$ cat config.mk
export PLATFORM = sky130hd
export DESIGN_NAME = conv3_chan_flt
export DESIGN_NICKNAME = d
export VERILOG_FILES = /design/src/rtl/conv3_pkg.sv /design/src/rtl/conv3_chan_flt.sv
export SDC_FILE = /design/constraint.sdc
export NUM_CORES = 1
export LEC_CHECK = 0
export ABC_AREA = 1
export BUFFER_PORTS_ARGS = -buffer_cell sky130_fd_sc_hd__clkbuf_2
export CORE_MARGIN = 2
export CORE_UTILIZATION = 35
export CTS_BUF_LIST = sky130_fd_sc_hd__clkbuf_4
export DETAILED_ROUTE_END_ITERATION = 7
export PLACE_DENSITY_LB_ADDON = 0.05
export REMOVE_ABC_BUFFERS = 1
export SYNTH_ARGS = -nofsm -noshare
export SYNTH_HDL_FRONTEND = slang
export SYNTH_SLANG_ARGS = --single-unit
$ cat constraint.sdc
create_clock -name clk -period 13.6 [get_ports clk]
set_input_delay 2.72 -clock clk [delete_from_list [all_inputs] [get_ports clk]]
set_output_delay 2.72 -clock clk [all_outputs]
set_load 0.1 [all_outputs]
$ cat src/rtl/conv3_pkg.sv
// Shared constants and register codes of the 3x3 image filter.
`default_nettype none

package conv3_pkg;

	localparam int PIX_W        = 8;
	localparam int MAX_CHANNELS = 3;
	localparam int COL_W        = 11;
	localparam int ROW_W        = 12;
	localparam int CFG_W        = 17;
	localparam int CFG_IDX_W    = 3;
	localparam int IMG_W_W      = 12;
	localparam int IMG_H_W      = 13;
	localparam int MAX_HEIGHT   = 4096;

	localparam int DEF_MAX_WIDTH = 2048;
	localparam int DEF_CHANNELS  = 3;

	localparam logic [IMG_W_W-1:0] RST_WIDTH  = IMG_W_W'(640);
	localparam logic [IMG_H_W-1:0] RST_HEIGHT = IMG_H_W'(480);
	localparam logic [CFG_W-1:0]   RST_WEIGHT = CFG_W'(7282);

	typedef enum logic [CFG_IDX_W-1:0] {
		REG_IMAGE_WIDTH   = 3'd0,
		REG_IMAGE_HEIGHT  = 3'd1,
		REG_WEIGHT_CENTER = 3'd2,
		REG_WEIGHT_EDGE   = 3'd3,
		REG_WEIGHT_CORNER = 3'd4
	} cfg_reg_t;

endpackage

`default_nettype wire

$ cat src/rtl/conv3_chan_flt.sv
// Per-channel symmetric 3x3 kernel: tap sums, weight products, truncate and saturate.
`default_nettype none

module conv3_chan_flt import conv3_pkg::*; (
	input  wire logic                        clk,
	input  wire logic                        adv,
	input  wire logic [2:0][2:0][PIX_W-1:0] win,
	input  wire logic [CFG_W-1:0]           weight_center,
	input  wire logic [CFG_W-1:0]           weight_edge,
	input  wire logic [CFG_W-1:0]           weight_corner,
	output logic      [PIX_W-1:0]           q
);

	localparam int SUM4_W = PIX_W + 2;
	localparam int PC_W   = PIX_W + CFG_W;
	localparam int PE_W   = SUM4_W + CFG_W;
	localparam int ACC_W  = PE_W + 2;
	localparam int HI_W   = ACC_W - 16;

	logic [PIX_W-1:0]  ctr_s2;
	logic [SUM4_W-1:0] edg_s2;
	logic [SUM4_W-1:0] cor_s2;
	logic [PC_W-1:0]   pc_s3;
	logic [PE_W-1:0]   pe_s3;
	logic [PE_W-1:0]   pk_s3;
	logic [ACC_W-1:0]  acc;
	logic [HI_W-1:0]   hi;
	logic [PIX_W-1:0]  q_q;

	always_ff @(posedge clk) begin
		if (adv) begin
			ctr_s2 <= win[1][1];
			edg_s2 <= SUM4_W'(win[0][1]) + SUM4_W'(win[2][1])
				+ SUM4_W'(win[1][0]) + SUM4_W'(win[1][2]);
			cor_s2 <= SUM4_W'(win[0][0]) + SUM4_W'(win[0][2])
				+ SUM4_W'(win[2][0]) + SUM4_W'(win[2][2]);
			pc_s3  <= PC_W'(ctr_s2) * PC_W'(weight_center);
			pe_s3  <= PE_W'(edg_s2) * PE_W'(weight_edge);
			pk_s3  <= PE_W'(cor_s2) * PE_W'(weight_corner);
			q_q    <= (hi > HI_W'(255)) ? PIX_W'(255) : hi[PIX_W-1:0];
		end
	end

	assign acc = ACC_W'(pc_s3) + ACC_W'(pe_s3) + ACC_W'(pk_s3);
	assign hi  = acc[ACC_W-1:16];
	assign q   = q_q;

endmodule

`default_nettype wire

==> reports/qor.yml <==
status:
  status: "complete, no violations"
worst_hold_path:
  whs_endpoint: "q[0]$_SDFFCE_PN1P_"
  worstHoldStart: "pe_s3[26]$_DFFE_PP_"
  whs_path_depth: 5
  hp-class: "reg2reg"
route:
  drc: 0
  ant_nets: 0
  routed_wirelength_mm: 55.7
  num_vias: 16900
  drt-vias-per-instance: 4.62
  drtPass1Iterations: 5
  initialDrtViolationCount: 959
  wire_per_inst_um: 15.2
yosys:
  ys_seq_elements: 115
  syn_area_um2: 22500
  ys_top_cells_by_count: "nand2_1 (744), inv_1 (708), fa_1 (382)"
  synthFlopType: "edfxtp_1"
  synth_cells: 2748
  yosysTopAreaCell: "fa_1"
  synth.distinct_cells: 42
  avgSynthCellArea_um2: 8.18
  synth.most_common_cell: "nand2_1"
  synth_top_area_frac: 0.340
  yosysWarnings: 0
  synth_edf_count: 115
  synthTopCellsByArea: "fa_1 (34%), edfxtp_1 (15%), nand2_1 (12%)"
  async_flop_share: 0
  yosysSeqAreaShare: 0.154
sta:
  relSlewSlack: 0.434
  fin_setup_tns_ns: 0
  final-max-slew-violation-count: 0
  clock_skew_ns: 0.0362
  rsz0062_at_grt: "no"
  fin_hold_ws_ns: 0.994
  hold_viol_final: 0
  setup_viol_count_final: 0
  clock.fmax_mhz: 145
  worst_slew_pin_slew_ns: 0.848
  post-route-min-period_ns: 6.88
  period_share: 0.506
finish:
  fin_util: 0.381
  final_cells: 3659
  nFillCells: 6725
  seq_area_um2: 3450
  drive_gt1_frac: 0.0677
  multiInputGateArea_um2: 16000
  nets: 3516
  area_growth_pct: 7.41
setup_path:
  cp.arrival_ns: 7.29
  rr_worst_depth: 19
  r2r-start: "cor_s2[1]$_DFFE_PP_"
  r2r_setup_slack_ns: 8.08
  required_ns: 14.02
  setup.worst_path.end_class: "register"
  setup.worst_path.class: "in2reg"
  cp-start-kind: "input port"
  cp_max_fo: 10
  timing.rr.end: "pk_s3[15]$_DFFE_PP_"
clock_tree:
  clkTransAtPathRegs_ns: 0.11
  cts_tree: "built"
  cts_setup_buffers: 0
  cts_buffer_depth: 2
  cts_resized: 0
  cts_hold_buf: 0
  cts_made_buffers: 17
  worst_skew_pair.late_latency_ns: 0.66
  clock-sinks: 115
  cts-root-buf: "clkbuf_4"
  htree_levels: 4
global_route:
  grt_max_degree: 61
  grt_pass1_vias: 18300
  antenna_found_initial: 2
  grt.overflow.total: 0
  grt_pass1_wl_mm: 94.7
  grtUsageTotal: 0.180
run:
  drv_cap: 0
die:
  dieArea_um2: 66300
  start_util: 0.355
  ios: 133
  coreArea_um2: 63300
  die_h_um: 257
  rows: 92
  die_w_um: 257
place:
  dp_cells: 3621
  io_buffers: 132
  place_hpwl_mm: 47.7
  gp_congestion: 0.845
-- critical path, cell delays in order --
cell	delay, ns
clkbuf_2	0.27
nand2_1	0.13
fa_1	0.56
inv_1	0.05
fa_1	0.48
fa_1	0.53
fa_1	0.50
inv_1	0.05
fa_1	0.48
inv_1	0.04
ha_1	0.33
a21oi_1	0.24
o21ai_0	0.17
a21oi_1	0.31
inv_1	0.10
nand4_1	0.10
nand3_1	0.09
nand2_1	0.09
nand2_1	0.05
-- worst max-delay path by stage --
| stage | from | cells after the start | end |
|---|---|---|---|
| 2_1_floorplan | weight_corner[7] | 19 | pk_s3[15]$_DFFE_PP_ |
| 3_3_place_gp | weight_edge[5] | 19 | pe_s3[26]$_DFFE_PP_ |
| 3_5_place_dp | weight_edge[5] | 19 | pe_s3[26]$_DFFE_PP_ |
| 4_1_cts | weight_edge[5] | 19 | pe_s3[26]$_DFFE_PP_ |
| 5_1_grt | weight_edge[8] | 19 | pe_s3[26]$_DFFE_PP_ |
| 6_report | weight_edge[8] | 19 | pe_s3[26]$_DFFE_PP_ |
-- kinds of logic (layout without fill, tap and decap cells) --
family / Yosys count / after routing / share of synthesized area
XOR/XNOR: 84 / 84 / 0.0327
AND/OR/NAND/NOR: 930 / 930 / 0.167
flip-flops: 115 / 115 / 0.154
other: 0 / 6 / 0
AO/OA/AOI/OAI: 204 / 204 / 0.0503
adder cells (fa/ha/maj): 597 / 597 / 0.460
buffers and inverters: 818 / 877 / 0.137
-- per-layer routing --
layer	global-route usage	wire length, um	vias to the layer above
met1	0.254	27400	8366
met3	0.0219	1700	43
met4	0.0387	690	0
met5	0	0	-
met2	0.294	25900	264
li1	-	-	8245
-- layout make-up --
| cell class | instances | area share |
|---|---|---|
| Multi-Input combinational cell | 1815 | 0.661 |
| Sequential cell | 115 | 0.143 |
| Inverter | 711 | 0.111 |
| Tap cell | 846 | 0.0438 |
| Timing Repair Buffer | 134 | 0.0281 |
| Clock inverter | 14 | 0.00767 |
| Clock buffer | 18 | 0.00560 |
| Antenna cell | 6 | 0.000622 |
-- placed cells by master, fill, tap and decap left out, types with 3 or more instances in the layout --
| master | count |
|---|---|
| a21o_1 | 7 |
| a21oi_1 | 109 |
| a221oi_1 | 3 |
| a31oi_1 | 5 |
| and2_1 | 3 |
| buf_4 | 3 |
| bufinv_16 | 4 |
| clkbuf_2 | 131 |
| clkbuf_4 | 18 |
| clkinv_1 | 3 |
| clkinvlp_4 | 4 |
| diode_2 | 6 |
| edfxtp_1 | 115 |
| fa_1 | 382 |
| ha_1 | 215 |
| inv_1 | 708 |
| nand2_1 | 744 |
| nand2_2 | 7 |
| nand3_1 | 52 |
| nand4_1 | 20 |
| nor2_1 | 69 |
| nor2_2 | 7 |
| nor3_1 | 13 |
| nor4_1 | 6 |
| o21a_1 | 5 |
| o21ai_0 | 46 |
| o21ai_1 | 6 |
| o21bai_1 | 14 |
| xnor2_1 | 32 |
| xor2_1 | 52 |
-- sequential cells by signal (all words and copies together) (netlist names) --
name,cells
pe_s3,27
pk_s3,27
pc_s3,25
cor_s2,10
edg_s2,10
ctr_s2,8
q,8
-- stage by stage --
step                worst slack [ns]  area (um2)
global route                    6.50       24100
global placement                6.01       23800
CTS                             6.77       24100
floorplan                       6.70       22100
detailed placement              6.02       23800
finish                          6.72       24100
Power is not shown: default switching activity piles up to over one toggle a cycle in this logic, so the estimate is an artifact.
