File: src/rtl/conv3_pkg.sv
// Shared constants and register codes of the 3x3 image filter.
`default_nettype none

package conv3_pkg;

	localparam int PIX_W        = 8;
	localparam int MAX_CHANNELS = 3;
	localparam int COL_W        = 11;
	localparam int ROW_W        = 12;
	localparam int CFG_W        = 17;
	localparam int CFG_IDX_W    = 3;
	localparam int IMG_W_W      = 12;
	localparam int IMG_H_W      = 13;
	localparam int MAX_HEIGHT   = 4096;

	localparam int DEF_MAX_WIDTH = 2048;
	localparam int DEF_CHANNELS  = 3;

	localparam logic [IMG_W_W-1:0] RST_WIDTH  = IMG_W_W'(640);
	localparam logic [IMG_H_W-1:0] RST_HEIGHT = IMG_H_W'(480);
	localparam logic [CFG_W-1:0]   RST_WEIGHT = CFG_W'(7282);

	typedef enum logic [CFG_IDX_W-1:0] {
		REG_IMAGE_WIDTH   = 3'd0,
		REG_IMAGE_HEIGHT  = 3'd1,
		REG_WEIGHT_CENTER = 3'd2,
		REG_WEIGHT_EDGE   = 3'd3,
		REG_WEIGHT_CORNER = 3'd4
	} cfg_reg_t;

endpackage

`default_nettype wire

File: src/rtl/conv3_col_cell.sv
// One window column cell: holds three pixels and hands them on when shifted.
`default_nettype none

module conv3_col_cell import conv3_pkg::*; #(
	parameter int CHANNELS = DEF_CHANNELS
) (
	input  wire logic                                  clk,
	input  wire logic                                  arst_n,
	input  wire logic                                  shift,
	input  wire logic [2:0][CHANNELS-1:0][PIX_W-1:0] col_in,
	output logic      [2:0][CHANNELS-1:0][PIX_W-1:0] col_out
);

	logic [2:0][CHANNELS-1:0][PIX_W-1:0] col_q;

	always_ff @(posedge clk or negedge arst_n) begin
		if (!arst_n) begin
			col_q <= '0;
		end else if (shift) begin
			col_q <= col_in;
		end
	end

	assign col_out = col_q;

endmodule

`default_nettype wire

File: config.mk
export PLATFORM = sky130hd
export DESIGN_NAME = conv3_col_cell
export DESIGN_NICKNAME = d
export VERILOG_FILES = /design/src/rtl/conv3_pkg.sv /design/src/rtl/conv3_col_cell.sv
export SDC_FILE = /design/constraint.sdc
export NUM_CORES = 1
export LEC_CHECK = 0
export BUFFER_PORTS_ARGS = -buffer_cell sky130_fd_sc_hd__buf_2
export CORE_UTILIZATION = 40
export DETAILED_ROUTE_END_ITERATION = 6
export PLACE_DENSITY_LB_ADDON = 0.12
export SYNTH_ARGS = -nofsm -noshare
export SYNTH_HDL_FRONTEND = slang
export SYNTH_SLANG_ARGS = --single-unit
File: constraint.sdc
create_clock -name clk -period 0.8 [get_ports clk]
set_clock_uncertainty 0.1 [all_clocks]
set_input_delay 0.04 -clock clk [delete_from_list [all_inputs] [get_ports clk]]
set_output_delay 0.04 -clock clk [all_outputs]
set_load 0.01 [all_outputs]
==> results of run 1 <==
[cell type report]
type	instances	area share, %
clock buffer	10	2.60
clock inverter	6	0.663
multi-input combinational	72	20.3
sequential	72	34.1
tap	99	2.34
timing repair buffer	267	40.0
[logic make-up after synthesis]
group	after synthesis	share of synthesized area [%]
mux	72	35.5
flops	72	59.5
buf+inv	8	5.00
[per-stage QoR]
step	util [%]	worst slack [ns]	hold WS, ns
6_report	72.5	-0.307	-0.162
5_1_grt	72.5	-0.347	-0.172
4_1_cts	68.8	-0.321	-0.176
3_5_place_dp	53.2	-0.196	-0.181
3_3_place_gp	53.2	-0.178	-0.181
2_1_floorplan	-	-0.0793	-0.356
[timing repair]
| item | CTS | global route |
|---|---|---|
| endpoints found under the hold margin | 144 | 11 |
| buffers inserted | 35 | 11 |
| hold buffers | 62 | 2 |
| gates resized for setup | 16 | 35 |
| gates cloned | 0 | 0 |
| endpoints found under the setup margin | 144 | 144 |
[cells in the final DEF, fill, tap and decap left out, drive strengths merged]
cell type | netlist | layout
clkbuf | 0 | 10
dfrtp | 72 | 72
clkinvlp | 0 | 2
mux2 | 72 | 72
dlygate4sd3 | 0 | 64
clkinv | 0 | 4
buf | 8 | 203
[worst max-delay path, cell delays in order (launching register included)]
cell and delay (ns):
dfrtp_1 0.40, buf_6 0.12, buf_6 0.11
[how the worst min path moves through the flow]
stage,from,end,cells past startpoint
detailed placement,arst_n,col_out[4],1
finish,col_in[53],col_out[53],2
global placement,arst_n,col_out[4],1
global route,col_in[14],col_out[14],2
CTS,col_in[53],col_out[53],2
floorplan,arst_n,col_out[0],0
[routing by layer]
metal,GRT usage [%],wire length (um)
met4,9.81,182
met2,33.1,4410
met1,20.8,3030
met5,0,0
met3,4.52,470
[where the power goes]
part	leakage, nW	switching, mW	internal (mW)
Combinational	1.81	0.822	1.66
Clock	0.0878	1.33	1.19
Sequential	0.842	0.253	4.01
Total	2.74	2.41	6.86
==> reports/results.ini, run 1 <==
[logic_synthesis]
synth_common_cells=dfrtp_1 (72), mux2_4 (70), buf_12 (7)
synth_cell_types=5
synth_top_flop_cell=dfrtp_1
syn_avg_cell_area_um2=19.9
synth_top_area_cell=dfrtp_1
synth_seq_area_share_pct=59.5
synth_async_sr_flop_share_pct=100
synth_edf_count=0
ys_warn_count=0
yosys-top-cells-area=dfrtp_1 (60%), mux2_4 (35%), buf_12 (4.6%)
syn_nets=227
syn_area_mm2=0.00303
synth_cells=152
synth_top_area_share_pct=59.5
synth_most_common_cell=dfrtp_1
yosys_register_bits=72

[critical_path]
r2r_slack_ns=-0.22
critPathCapture=col_out[0]
worstPathArrival_ns=0.97
cp-startpoint=col_out[0]
critPathKind=reg2out
cp-end-kind=primary output
worstPathRequired_ns=0.66
reg2reg_to=col_out[50]
rr_startpoint=col_out[50]
path_max_fanout=2
cp-start-kind=flop
rr_worst_depth=2

[global_route]
grt_pass1_vias=2300
overflow=0
grt_pass1_wl_um=10700
antenna_found_initial=0
grt_use_total_pct=18.6
grt_max_degree=32

[timing]
slew_headroom_pct=84.2
setup_violations=144
hold_slack_ns=-0.162
min_period_ns=1.11
tns_ns=-25.47
clock.fmax_mhz=903
min_period_over_period_pct=138
hold_violations=9
tightestPinTransition_ns=0.238
rsz0062_at_grt=true
drv_slew=0
worst_slack_ns=-0.307

[run_status]
outcome=complete, but fails checks
violations=hold timing, setup timing

[clocking]
cts_tree=built
numCtsBuffers=9
clockBufferDepth=2
clkTransAtPathRegs_ns=0.07
root_buffer=clkbuf_8
h-tree-depth=3
cts_num_sinks=72
clock_latency_ns=0.33

[final_layout]
largest_reg_flops=72
final-instance-count-excl-fill=526
syn_to_final_growth_pct=74.7
nFillCells=480
register_area_mm2=0.00180
num_antenna_cells=0
multiInputGateArea_mm2=0.00107
fin_area_mm2=0.00529
fin_nets=497
drive_gt1_share_pct=68.1

[routing]
via_per_inst=4.37
ant_nets=0
drt-wirelength-per-cell_um=15.4
drt-total-wl_um=8100
drtIter0Drc=27
drc=0
first_pass_iters=4
vias=2301

[pwr]
ir_worst_vdd_mv=0.912
powerDensity_mw_per_mm2=1750
p_leak_nw=2.74
p_total_mw=9.27

[floorplanning]
die_area_mm2=0.00792
core_area_mm2=0.00729
die_h_um=89.0
io_pins=147
rows=31
die_w_um=89.0
initial_core_util_pct=41.5

[placed_design]
dpl.hpwl_um=4370
io_buffers=146
placed_area_mm2=0.00388
routabilityCongestion=0.705
placed_cells=400

[worst_hold_path]
hold_class=in2reg

[flow_run]
maxCapViolations=0

Note: power is estimated with default switching activity, not from simulation.
==> run 2: changes to the inputs <==
--- a/config.mk
+++ b/config.mk
@@ -5,9 +5,11 @@
 export SDC_FILE = /design/constraint.sdc
 export NUM_CORES = 1
 export LEC_CHECK = 0
-export BUFFER_PORTS_ARGS = -buffer_cell sky130_fd_sc_hd__buf_2
-export CORE_UTILIZATION = 40
+export CELL_PAD_IN_SITES_DETAIL_PLACEMENT = 0
+export CELL_PAD_IN_SITES_GLOBAL_PLACEMENT = 2
+export CORE_UTILIZATION = 37
 export DETAILED_ROUTE_END_ITERATION = 6
+export DONT_BUFFER_PORTS = 1
 export PLACE_DENSITY_LB_ADDON = 0.12
 export SYNTH_ARGS = -nofsm -noshare
 export SYNTH_HDL_FRONTEND = slang
==> constraint.sdc (replaced) <==
create_clock -name clk -period 0.9 [get_ports clk]
set_clock_uncertainty 0.1 [all_clocks]
set_input_delay 0.045 -clock clk [delete_from_list [all_inputs] [get_ports clk]]
set_output_delay 0.045 -clock clk [all_outputs]
set_load 0.01 [all_outputs]
==> reports/results.ini, run 2 (synthesized netlist as in run 1, its figures left out) <==
[clocking]
clock_latency_ns=0.34
clkTransAtPathRegs_ns=0.08
h-tree-depth=3
cts_tree=built
cts_num_sinks=72
numCtsBuffers=9
postCtsHoldBufs=72
root_buffer=clkbuf_8
clockBufferDepth=2

[critical_path]
worstPathRequired_ns=0.75
rr_worst_depth=2
cpMaxStageDelayCell=dfrtp_1
worstPathArrival_ns=0.89
cp-start-kind=flop
path_max_fanout=2
worstPathCellList=buf_6
cp-end-kind=primary output
rr_startpoint=col_out[32]
r2r_slack_ns=-0.12
cp_slowest_stage_delay_ns=0.42
crit_buf_inv=1
critPathKind=reg2out
reg2reg_to=col_out[32]
cpLargestDelayFamily=flip-flops

[floorplanning]
die_h_um=92.4
die_area_mm2=0.00855
core_area_mm2=0.00781
initial_core_util_pct=38.8
rows=32
io_pins=147
die_w_um=92.4

[pwr]
p_int_mw=6.13
p_comb_share_pct=25.3
powerDensity_mw_per_mm2=1590
p_seq_share_pct=47.3
clockPowerShare_pct=27.5
p_total_mw=8.10
p_leak_nw=2.46
switching_share_pct=24.2
ir_worst_vdd_mv=0.753
power.switching_mw=1.96

[timing]
setup_violations=113
clock.fmax_mhz=962
drv_slew=0
slew_headroom_pct=90.8
min_period_over_period_pct=116
hold_slack_ns=-0.708
tightestPinTransition_ns=0.137
min_period_ns=1.04
worst_slack_ns=-0.140
rsz0062_at_grt=true
hold_violations=144

[final_layout]
largest_reg_flops=72
layout_common_cells=buf_6 (90), dfrtp_1 (72), dlygate4sd3_1 (72)
num_antenna_cells=0
final-instance-count-excl-fill=446
syn_to_final_growth_pct=67.9
final_common_cell=buf_6
register_area_mm2=0.00180
drive_gt1_share_pct=58.1
fin_nets=415
multiInputGateArea_mm2=0.00107
nFillCells=544

[routing]
drtIter0Drc=37
via_per_inst=4.41
drc=0
first_pass_iters=4
wl_met1_um=2830
dr_wl_met2_um=3880
drt-wirelength-per-cell_um=16.4
met3WireLength_um=475
vias=1969
drt-total-wl_um=7320
top_layer_used=met4
ant_nets=0

[placed_design]
io_buffers=0
preCtsSetupSlack_ns=0.0274
placed_cells=318
routabilityCongestion=0.715
dpl.hpwl_um=4010

[global_route]
overflow=0
grt_pass1_wl_um=11300
grt_use_total_pct=17.4
grt_pass1_vias=2192
antenna_found_initial=0
grt_max_degree=73

[worst_hold_path]
hold_class=in2async

[flow_run]
maxCapViolations=0

[run_status]
outcome=complete, but fails checks
violations=hold timing, setup timing

## run 2: cell count changes in the layout (fill, tap and decap cells not counted), sizes merged
cell	delta
buf	-90
dlygate4sd3	+8
clkinv	-1
## run 2: worst max-delay path by stage
| stage | from | end | cells past startpoint |
|---|---|---|---|
| 6_report | col_out[32] | col_out[32] | 1 |
| 5_1_grt | col_out[32] | col_out[32] | 1 |
| 4_1_cts | col_out[0] | col_out[0] | 1 |
| 3_5_place_dp | col_out[55] | col_out[55] | 1 |
| 3_3_place_gp | col_out[18] | col_out[18] | 1 |
| 2_1_floorplan | shift | col_out[0] | 3 |
## run 2: stage by stage
stage               instance area [um^2]  hold slack [ns]  TNS (ns)  util (%)
finish                              5080           -0.708    -12.01      65.1
global route                        5080           -0.738    -15.54      65.1
CTS                                 4910           -0.726    -11.29      62.9
detailed placement                  3540           -0.349         0      45.4
global placement                    3540           -0.349         0      45.4
floorplan                           3030           -0.351         0         -
## run 2: power by group through the flow
stage                     sequential [mW]  combinational, mW  clock [mW]
after floorplan                      3.94              0.667           0
after global placement               3.79               1.25           0
after detailed placement             3.81               1.26           0
after CTS                            3.80               1.90        2.31
after global routing                 3.86               2.15        2.46
final                                3.83               2.04        2.22
## run 2: cell type report
cell class	count	share of cell area, %
multi-input cells	72	21.1
flip-flops and latches	72	35.5
well taps	102	2.51
repair buffers	185	37.5
clock inverters	5	0.665
clock buffers	10	2.71
## run 2: timing repair
action                                  4_1_cts  5_1_grt
setup buffers                                27       14
endpoints found under the hold margin       144      144
endpoints found under the setup margin       72      113
resized for setup                            72       18
## run 2: metal layers
metal / up-vias / track usage (%)
li1: 909 / -
met1: 957 / 19.4
met2: 89 / 30.9
met3: 14 / 5.50
met4: 0 / 6.64
met5: - / 0
==> run 3: changes to the inputs <==
--- a/config.mk
+++ b/config.mk
@@ -7,9 +7,10 @@
 export LEC_CHECK = 0
 export CELL_PAD_IN_SITES_DETAIL_PLACEMENT = 0
 export CELL_PAD_IN_SITES_GLOBAL_PLACEMENT = 2
-export CORE_UTILIZATION = 37
+export CORE_UTILIZATION = 40
 export DETAILED_ROUTE_END_ITERATION = 6
 export DONT_BUFFER_PORTS = 1
+export GPL_TIMING_DRIVEN = 0
 export PLACE_DENSITY_LB_ADDON = 0.12
 export SYNTH_ARGS = -nofsm -noshare
 export SYNTH_HDL_FRONTEND = slang
==> constraint.sdc (replaced) <==
create_clock -name clk -period 1.1 [get_ports clk]
set_clock_uncertainty 0.1 [all_clocks]
set_input_delay 0.055 -clock clk [delete_from_list [all_inputs] [get_ports clk]]
set_output_delay 0.055 -clock clk [all_outputs]
set_load 0.01 [all_outputs]
==> reports/results.ini, run 3 (synthesized netlist as in run 1, its figures left out) <==
[placed_design]
placed_cells=251
routabilityCongestion=0.660
dpl.hpwl_um=3760
io_buffers=0

[clocking]
root_buffer=clkbuf_8
clockBufferDepth=2
cts_num_sinks=72
postCtsHoldBufs=72
clkTransAtPathRegs_ns=0.08
h-tree-depth=3
cts_tree=built
clock_latency_ns=0.33
numCtsBuffers=9

[timing]
slew_headroom_pct=87.4
hold_violations=72
setup_violations=0
min_period_ns=0.943
drv_slew=0
rsz0062_at_grt=false
tightestPinTransition_ns=0.190
hold_slack_ns=-0.694
min_period_over_period_pct=85.8
tns_ns=0
clock.fmax_mhz=1060

[global_route]
grt_pass1_vias=1720
grt_use_total_pct=15.1
overflow=0
antenna_found_initial=0
grt_pass1_wl_um=8630
grt_max_degree=73

[routing]
wl_met1_um=2340
drt-wirelength-per-cell_um=17.4
drtIter0Drc=24
drc=0
vias=1604
drt-total-wl_um=5900
top_layer_used=met4
ant_nets=0
first_pass_iters=2
via_per_inst=4.73
dr_wl_met2_um=2870
met3WireLength_um=506

[critical_path]
crit_buf_inv=0
rr_startpoint=col_out[39]
cp-start-kind=flop
cp-end-kind=flop
cpMaxStageDelayCell=dfrtp_1
worstPathCellList=mux2_4
worst-path-stages=1
r2r_slack_ns=0.16
worstPathRequired_ns=1.22
cpLargestDelayFamily=flip-flops
worstPathArrival_ns=1.07
cp_slowest_stage_delay_ns=0.45
critPathKind=reg2reg
cp-startpoint=col_out[39]
rr_worst_depth=1
critPathCapture=col_out[39]
path_max_fanout=2
reg2reg_to=col_out[39]

[pwr]
p_total_mw=6.40
powerDensity_mw_per_mm2=1560
ir_worst_vdd_mv=0.655
p_leak_nw=1.91

[worst_hold_path]
hold_class=in2async

[flow_run]
maxCapViolations=0

[final_layout]
register_area_mm2=0.00180
largest_reg_flops=72
syn_to_final_growth_pct=35.6
multiInputGateArea_mm2=0.00107
num_antenna_cells=0
layout_common_cells=dfrtp_1 (72), dlygate4sd3_1 (72), mux2_4 (70)
fin_nets=310
drive_gt1_share_pct=39.6
nFillCells=586
final-instance-count-excl-fill=339

[floorplanning]
rows=31
core_area_mm2=0.00729
io_pins=147
die_area_mm2=0.00792
die_w_um=89.0
initial_core_util_pct=41.5
die_h_um=89.0

[run_status]
outcome=complete, but fails checks
violations=hold timing

run 3: changes by cell type in the layout (fill, tap and decap cells not counted):
cell / previous run / this run
clkbuf_1: 0 / 1
clkinvlp_4: 2 / 1
buf_12: 0 / 7
clkbuf_8: 10 / 11
clkinv_2: 2 / 0
buf_6: 90 / 1
bufinv_16: 0 / 2
buf_4: 23 / 0
run 3: area by class of cell:
class	instances	share of cell area [%]
Tap cell	99	3.02
Clock inverter	4	1.86
Multi-Input combinational cell	72	26.2
Sequential cell	72	43.9
Timing Repair Buffer	72	17.6
Clock buffer	12	3.78
Buffer	8	3.69
run 3: timing repair:
item,4_1_cts,5_1_grt
gates resized for setup,0,0
buffers inserted,0,0
endpoints found under the hold margin,144,72
run 3: metal layers:
layer,global-route usage [%],vias to the layer above
li1,-,694
met1,16.5,794
met2,24.6,96
met3,6.19,20
met4,9.09,0
met5,0,-
run 3: worst min-delay path by stage:
stage,startpoint,to,cells after the start
final,arst_n,col_out[16],0
after global placement,arst_n,col_out[16],0
after CTS,arst_n,col_out[17],0
after global routing,arst_n,col_out[16],0
after floorplan,arst_n,col_out[0],0
after detailed placement,arst_n,col_out[27],0
run 3: stage by stage:
stage          hold slack (ns)  setup WS [ns]  instance area, um^2  util (%)
6_report                -0.694          0.157                 4100      56.3
5_1_grt                 -0.728          0.128                 4100      56.3
4_1_cts                 -0.715          0.152                 4100      56.3
3_5_place_dp            -0.339          0.137                 3150      43.2
3_3_place_gp            -0.339          0.158                 3150      43.2
2_1_floorplan           -0.341          0.208                 3030         -
run 3: report_power, final:
part | leakage, nW | total (mW) | internal, mW | switching, mW
combinational | 0.955 | 0.798 | 0.607 | 0.191
clock | 0.113 | 2.35 | 1.41 | 0.944
sequential | 0.842 | 3.25 | 2.91 | 0.337
